$ cat src/hw/rtl/tcw_pkg.sv
// Shared types and constants of the text console writer.
`timescale 1ns / 1ps

package tcw_pkg;

   localparam int COLUMNS_DEF  = 80;
   localparam int ROWS_DEF     = 25;

   localparam int OPCODE_W     = 2;
   localparam int DATA_W       = 8;
   localparam int CELL_INDEX_W = 11;
   localparam int CURSOR_POS_W = 11;

   localparam int REQ_TDATA_W  = 24;
   localparam int RSP_TDATA_W  = 32;

   localparam logic [DATA_W-1:0] CHAR_NEWLINE = 8'h0A;
   localparam logic [DATA_W-1:0] CHAR_SPACE   = 8'h20;
   localparam logic [DATA_W-1:0] ATTR_DEFAULT = 8'h07;

   typedef enum logic [OPCODE_W-1:0] {
      OP_PUT   = 2'd0,
      OP_ATTR  = 2'd1,
      OP_CLEAR = 2'd2,
      OP_READ  = 2'd3
   } op_type;

   // One classified command as it sits in the queue between front and back.
   typedef struct packed {
      op_type                  op;
      logic [DATA_W-1:0]       data;
      logic [CELL_INDEX_W-1:0] index;
      logic                    newline;
      logic                    in_range;
   } cmd_type;

endpackage

$ cat src/hw/rtl/tcw_front.sv
// Front end: accepts request transactions, classifies them and queues them for the back end.
`timescale 1ns / 1ps

module tcw_front #(
   parameter int COLUMNS = tcw_pkg::COLUMNS_DEF,
   parameter int ROWS    = tcw_pkg::ROWS_DEF
) (
   input  logic                             clock,
   input  logic                             reset,
   input  logic                             req_tvalid,
   output logic                             req_tready,
   // req_tdata: data_byte [7:0], cell_index [18:8], zero [23:19]
   input  logic [tcw_pkg::REQ_TDATA_W-1:0]  req_tdata,
   // req_tuser: opcode [1:0]
   input  logic [tcw_pkg::OPCODE_W-1:0]     req_tuser,
   output logic                             cmd_valid,
   input  logic                             cmd_ready,
   output tcw_pkg::cmd_type                 cmd
);

   localparam int CellCount = COLUMNS * ROWS;
   localparam int DataW     = tcw_pkg::DATA_W;
   localparam int IndexW    = tcw_pkg::CELL_INDEX_W;

   tcw_pkg::cmd_type q_ff [2];
   logic             wr_ptr_ff, wr_ptr_in;
   logic             rd_ptr_ff, rd_ptr_in;
   logic [1:0]       cnt_ff, cnt_in;
   logic             push, pop;
   tcw_pkg::cmd_type cmd_new;

   // Decode the transaction into a queue entry.
   always_comb begin
      cmd_new.op       = tcw_pkg::op_type'(req_tuser);
      cmd_new.data     = req_tdata[DataW-1:0];
      cmd_new.index    = req_tdata[DataW+IndexW-1:DataW];
      cmd_new.newline  = (req_tdata[DataW-1:0] == tcw_pkg::CHAR_NEWLINE);
      cmd_new.in_range = (32'(req_tdata[DataW+IndexW-1:DataW]) < CellCount);
   end

   assign req_tready = (cnt_ff != 2'd2);
   assign cmd_valid  = (cnt_ff != 2'd0);
   assign cmd        = q_ff[rd_ptr_ff];
   assign push       = req_tvalid && req_tready;
   assign pop        = cmd_valid && cmd_ready;

   always_comb begin
      wr_ptr_in = push ? ~wr_ptr_ff : wr_ptr_ff;
      rd_ptr_in = pop  ? ~rd_ptr_ff : rd_ptr_ff;
      cnt_in    = cnt_ff;
      if (push && !pop) begin
         cnt_in = cnt_ff + 2'd1;
      end else if (pop && !push) begin
         cnt_in = cnt_ff - 2'd1;
      end
   end

   always_ff @(posedge clock) begin
      if (reset) begin
         wr_ptr_ff <= 1'b0;
         rd_ptr_ff <= 1'b0;
         cnt_ff    <= 2'd0;
      end else begin
         wr_ptr_ff <= wr_ptr_in;
         rd_ptr_ff <= rd_ptr_in;
         cnt_ff    <= cnt_in;
      end
      if (push) begin
         q_ff[wr_ptr_ff] <= cmd_new;
      end
   end

endmodule

$ cat config.mk
export PLATFORM = sky130hd
export DESIGN_NAME = tcw_front
export DESIGN_NICKNAME = d
export VERILOG_FILES = /design/src/hw/rtl/tcw_pkg.sv /design/src/hw/rtl/tcw_front.sv
export SDC_FILE = /design/constraint.sdc
export NUM_CORES = 1
export LEC_CHECK = 0
export ABC_CLOCK_PERIOD_IN_PS = 1900
export BUFFER_PORTS_ARGS = -buffer_cell sky130_fd_sc_hd__buf_4
export CORE_MARGIN = 5
export CORE_UTILIZATION = 30
export CTS_CLUSTER_SIZE = 20
export DETAILED_ROUTE_END_ITERATION = 8
export GPL_ROUTABILITY_DRIVEN = 0
export GPL_TIMING_DRIVEN = 1
export PLACE_DENSITY = 0.63
export SYNTH_ARGS = -nofsm -noshare
export SYNTH_HDL_FRONTEND = slang
export SYNTH_SLANG_ARGS = --single-unit
$ cat constraint.sdc
create_clock -name clock -period 1.9 [get_ports clock]
set_input_delay 0.095 -clock clock [delete_from_list [all_inputs] [get_ports clock]]
set_output_delay 0.095 -clock clock [all_outputs]
set_load 0.05 [all_outputs]
### After elaboration in Yosys (flattened, before gate mapping)

Memory sizes are Yosys's and may differ from the RTL's. A register that Yosys moved wholly into a read port is not among the register bits.
Index checks and enable logic that the tools add are counted.

* bits in latches: 0
* input bits: 30
* memory bits (read-only): 0
* output and inout port bits: 25
* register bits after elaboration: 4
* word-level logic and storage cells: 25
* RAM bits: 46
* memories: 1

Memory list
* q_ff: depth 2, bits a word 23, rd ports 1, clocked after memory_dff 1, write ports 1, line tcw_front.sv:25 `tcw_pkg::cmd_type q_ff [2];`

* $mul: 0
* magnitude comparators: 1
* divide/modulo/power cells: 0
* $add $sub $neg: 2
* multiplexer cells: 6
* bitwise operators: 2
* equal/unequal tests: 2
* reductions and logical operators: 8
* shifts and indexed selects: 0

Operators with widths (number)
* $lt 11x11->1 const B: 1
* $eq 8x4->1 const B: 1
* $logic_and 1x1->1: 4
* $mux 1: 4
* $mux 2: 2
* $reduce_bool 2->1: 2
* $add 2x1->2 const B: 1
* $logic_not 1->1: 2
* $ne 2x2->1 const B: 1
* $not 1->1: 2
* $sub 2x1->2 const B: 1

### Depth between registers and ports, before layout

* word-level depth: 6
* gate-level depth with buffers: 6
* depth with buffers taken out: 6

### Worst setup path after synthesis

OpenSTA, ideal clock, no wires.

* path kind: reg2reg
* start point: reg cnt_ff[0]
* end point: mem q_ff[1][0] (netlist bit) (enable)
* stages on the path, launching flop included: 3
* data arrival time: 1608 ps
* library setup time: 382 ps
* slack: -90 ps
* data required time: 1518 ps
* period minus slack after synthesis: 1990 ps
* path buffers: 0
* cells stage by stage: dfxtp_1 nand2b_1 and3_1

* longest elaborated chain between the ends: 4

Ends and longest elaborated chain
* start: declaration: line tcw_front.sv:28 `logic [1:0] cnt_ff, cnt_in;`
* start signal: assignment: line tcw_front.sv:66 `cnt_ff <= cnt_in;`
* $ne 2x2->1: line tcw_front.sv:41 `assign req_tready = (cnt_ff != 2'd2);`
* via req_tready: line tcw_front.sv:11 `output logic req_tready,`
* $logic_and 1x1->1: line tcw_front.sv:44 `assign push = req_tvalid && req_tready;`
* $mux 1: line tcw_front.sv:68 `if (push) begin`
* $mux 1 (implied by the code): line tcw_front.sv:69 `q_ff[wr_ptr_ff] <= cmd_new;`
* end: declaration: line tcw_front.sv:25

The timed path passes the listed nets, and every way through them passes these cells.

### Final worst setup path

* start point: reg cnt_ff[0]
* end point: reg cnt_ff[1]

* longest elaborated chain between the ends: 5
* elaborated cells on any way between the ends: 13
* classes of those cells: add/sub (2); eq/ne (1); mux (2); reduce/logical (8)

Ends and longest elaborated chain
* $ne 2x2->1 (*): line tcw_front.sv:41
* $logic_and 1x1->1 (*): line tcw_front.sv:44
* via push: line tcw_front.sv:29 `logic push, pop;`
* $logic_not 1->1: line tcw_front.sv:53 `end else if (pop && !push) begin`
* $logic_and 1x1->1: line tcw_front.sv:53
* $reduce_bool 2->1 (no line)

The timed path passes the listed nets; every way through them passes the cells marked *. The select of a mux whose other input is x is not followed.
A chain may end at the register's enable or synchronous reset.

==> run metrics <==
hold_buf cts=22; num ports=55; Synth Area in Compound Gates=0.0203; clk slew on worst S/H paths=0.08 ns; port bufs=49; post-synthesis cell area=1910 µm²; clock sink total=51; CTS tree=built; Max Cap Viol=0; maximum vdd ir drop=728 µV; setup violators final=0; Power Density=1350 nW/µm²; part of the cycle the worst path needs=0.900; CTS Root Cell=clkbuf_8; via count=1119; leak pwr=1.00 nW; CP Launch Type=register; CP max-delay cell=or3_1; Req. time, crit path=about 2.1 ns; Routed WL per cell=14.4 µm; crit path DAT=1.93 ns; # rows=29; max incr delay on CP=0.37 ns; initial antenna violation count=0; Max-slew headroom=0.627; Iter 0 DRT Violations=37; clock buffer depth=2; CTS resizes=0; GRT Overall Usage=0.0932; syn nets=131; Layout area overhead=42.0%; top-area cell type share of the netlist area=0.723; Hold Violations, Final=0; final worst slack=0.189 ns; Total Negative Setup Slacks=0 ns; Post-CTS Setup Inserts=0; Final Util=0.432; Seq cells post-synth=51; detailed-placement wirelength estimate=2570 µm; Max Clk Rate=0.585 GHz; post-synthesis sequential area ratio=0.775; min cycle time layout=1.71 ns; Synth Area in Adders=0.00655; layout cells sized above 1=0.475; core area=~6300 µm²; Final Cell Area=2710 µm²; placed cell areas=2390 µm²; largest net degree at the start of global routing=24; Simple-Gate Fraction of Synth Area=0.0413; htree depth=2; CTS Buf Count=5; measured slew at the worst slew-check pin=0.559 ns; YS warnings=0; Clock Skews=about 0.0057 ns; Avg Inst Size Synth=19.1 µm²; Synth cell types=20; HP Class=input pin to register; router iterations before antenna repair=4; first-pass GRT wire length=6160 µm; Synth Instances=100; die area=approximately 8100 µm²; critical path class=register to register; Overflow after GRT=0; DP Worst Slack=between 0.2 and 0.25 ns; Layout Nets=209; RSZ-0062 raised after global routing=false; post-synth top area cell=edfxtp_1; Slew Limit Fails=0; ant diodes=0; die height=roughly 90 µm; DR vias/cell=4.37; Total Wirelength=3700 µm; Die X=89.8 µm; worst-path cell chain=nand2b_2, and2_1, ha_1, or3_1, a21oi_1; post-synthesis mux area share=0.136; worst skew pair latency=0.29 ns; xor/xnor share of the synthesized area=0.0138; crit path max fanout=5; Setup crit end kind=register; largest family of logic cells by synthesized area=multiplexers; vias in the first global route=1308; outcome=finished, final reports clean; DRC viols=0; Initial Util=0.304; top post-synthesis cells by area=edfxtp_1 72%, mux2_2 14%, dfxtp_1 5.2%; DRT antenna net count=0
layout by cell type, fill, tap and decap left out:
master / instances
dlygate4sd3_1: 22
or2_2: 1
edfxtp_1: 46
buf_4: 51
or3_1: 1
nor2_1: 4
clkinvlp_4: 1
clkbuf_1: 2
mux2_2: 23
clkbuf_8: 5
and3_1: 1
or4_1: 1
nand4bb_1: 1
o2111ai_1: 1
a21oi_1: 2
dfxtp_1: 5
nand2b_2: 1
a21bo_2: 1
bufinv_16: 1
ha_1: 1
o21ai_0: 2
and3_2: 1
xor2_1: 3
nand3b_1: 1
and2_1: 1
layout make-up:
type,instances,area [µm²]
inverter,1,7.51
tap,77,96.3
multi-input combinational,46,419
timing repair buffer,73,603
sequential,51,1480
fill,580,3560
clock inverter,1,30.0
clock buffer,7,76.3
worst max-delay path, delay by kind of cell, from the launching register on:
kind                       cells  cell delay [ns]
adders and majority gates      1             0.34
DFF                            1             0.36
and+or+nand+nor                3             0.79
AOI/OAI and AO/OA              1             0.16
cell families (layout without fill, tap and decap cells):
group | Yosys count | count (layout)
buf+inv | 3 | 82
simple gates | 13 | 13
xor+xnor | 3 | 3
flops | 51 | 51
fa+ha+maj | 1 | 1
compound gates | 6 | 6
mux | 23 | 23
path summary, 6_finish.rpt:
kind / startpoint / end / slack, ns / cells past startpoint
worst min-delay path: req_tvalid / wr_ptr_ff$_SDFFE_PP0P_ / 0.12 / 3
worst max-delay path: cnt_ff[0]$_SDFFE_PP0P_ / cnt_ff[1]$_SDFFE_PP0P_ / 0.19 / 5
worst max register to register: cnt_ff[0]$_SDFFE_PP0P_ / cnt_ff[1]$_SDFFE_PP0P_ / 0.19 / 5
worst min register to register: rd_ptr_ff$_SDFFE_PP0P_ / register / 0.53 / 2
registers in the layout (all words and copies together), names as in the netlist, named ones only:
name / flops
q_ff: 46
wr_ptr_ff: 1
cnt_ff: 2
rd_ptr_ff: 1
routing by layer:
layer,part of all wire,GRT usage
met5,0,0
met4,0.017,0.0315
met3,0.051,0.0267
met2,0.54,0.167
met1,0.39,0.105
cell usage after synthesis:
cell type and n:
edfxtp_1 46, mux2_2 23, dfxtp_1 5, nor2_1 4
xor2_1 3, a21oi_1 2, and3_1 2, buf_2 2
o21ai_0 2, a21bo_2 1, and2_1 1, ha_1 1
inv_1 1, nand2b_1 1, nand3b_1 1, nand4bb_1 1
o2111ai_1 1, or2_2 1, or3_1 1, or4_1 1
power breakdown:
| group | switching [W] | internal (W) |
|---|---|---|
| Clock | 0.000320 | 0.000394 |
| Combinational | 0.000958 | 0.000525 |
| Sequential | 0.0000567 | 0.00140 |
| Total | 0.00133 | 0.00232 |
through the flow:
stage / total power [W] / hold slack (ns) / cells
final: 0.00366 / 0.124 / 256
after global routing: 0.00384 / 0.120 / 256
after CTS: 0.00372 / 0.117 / 256
after detailed placement: 0.00296 / 0.286 / 226
after global placement: 0.00291 / 0.282 / 226
after floorplan: 0.00251 / 0.164 / 100
Note: power is estimated with default switching activity, not from simulation.
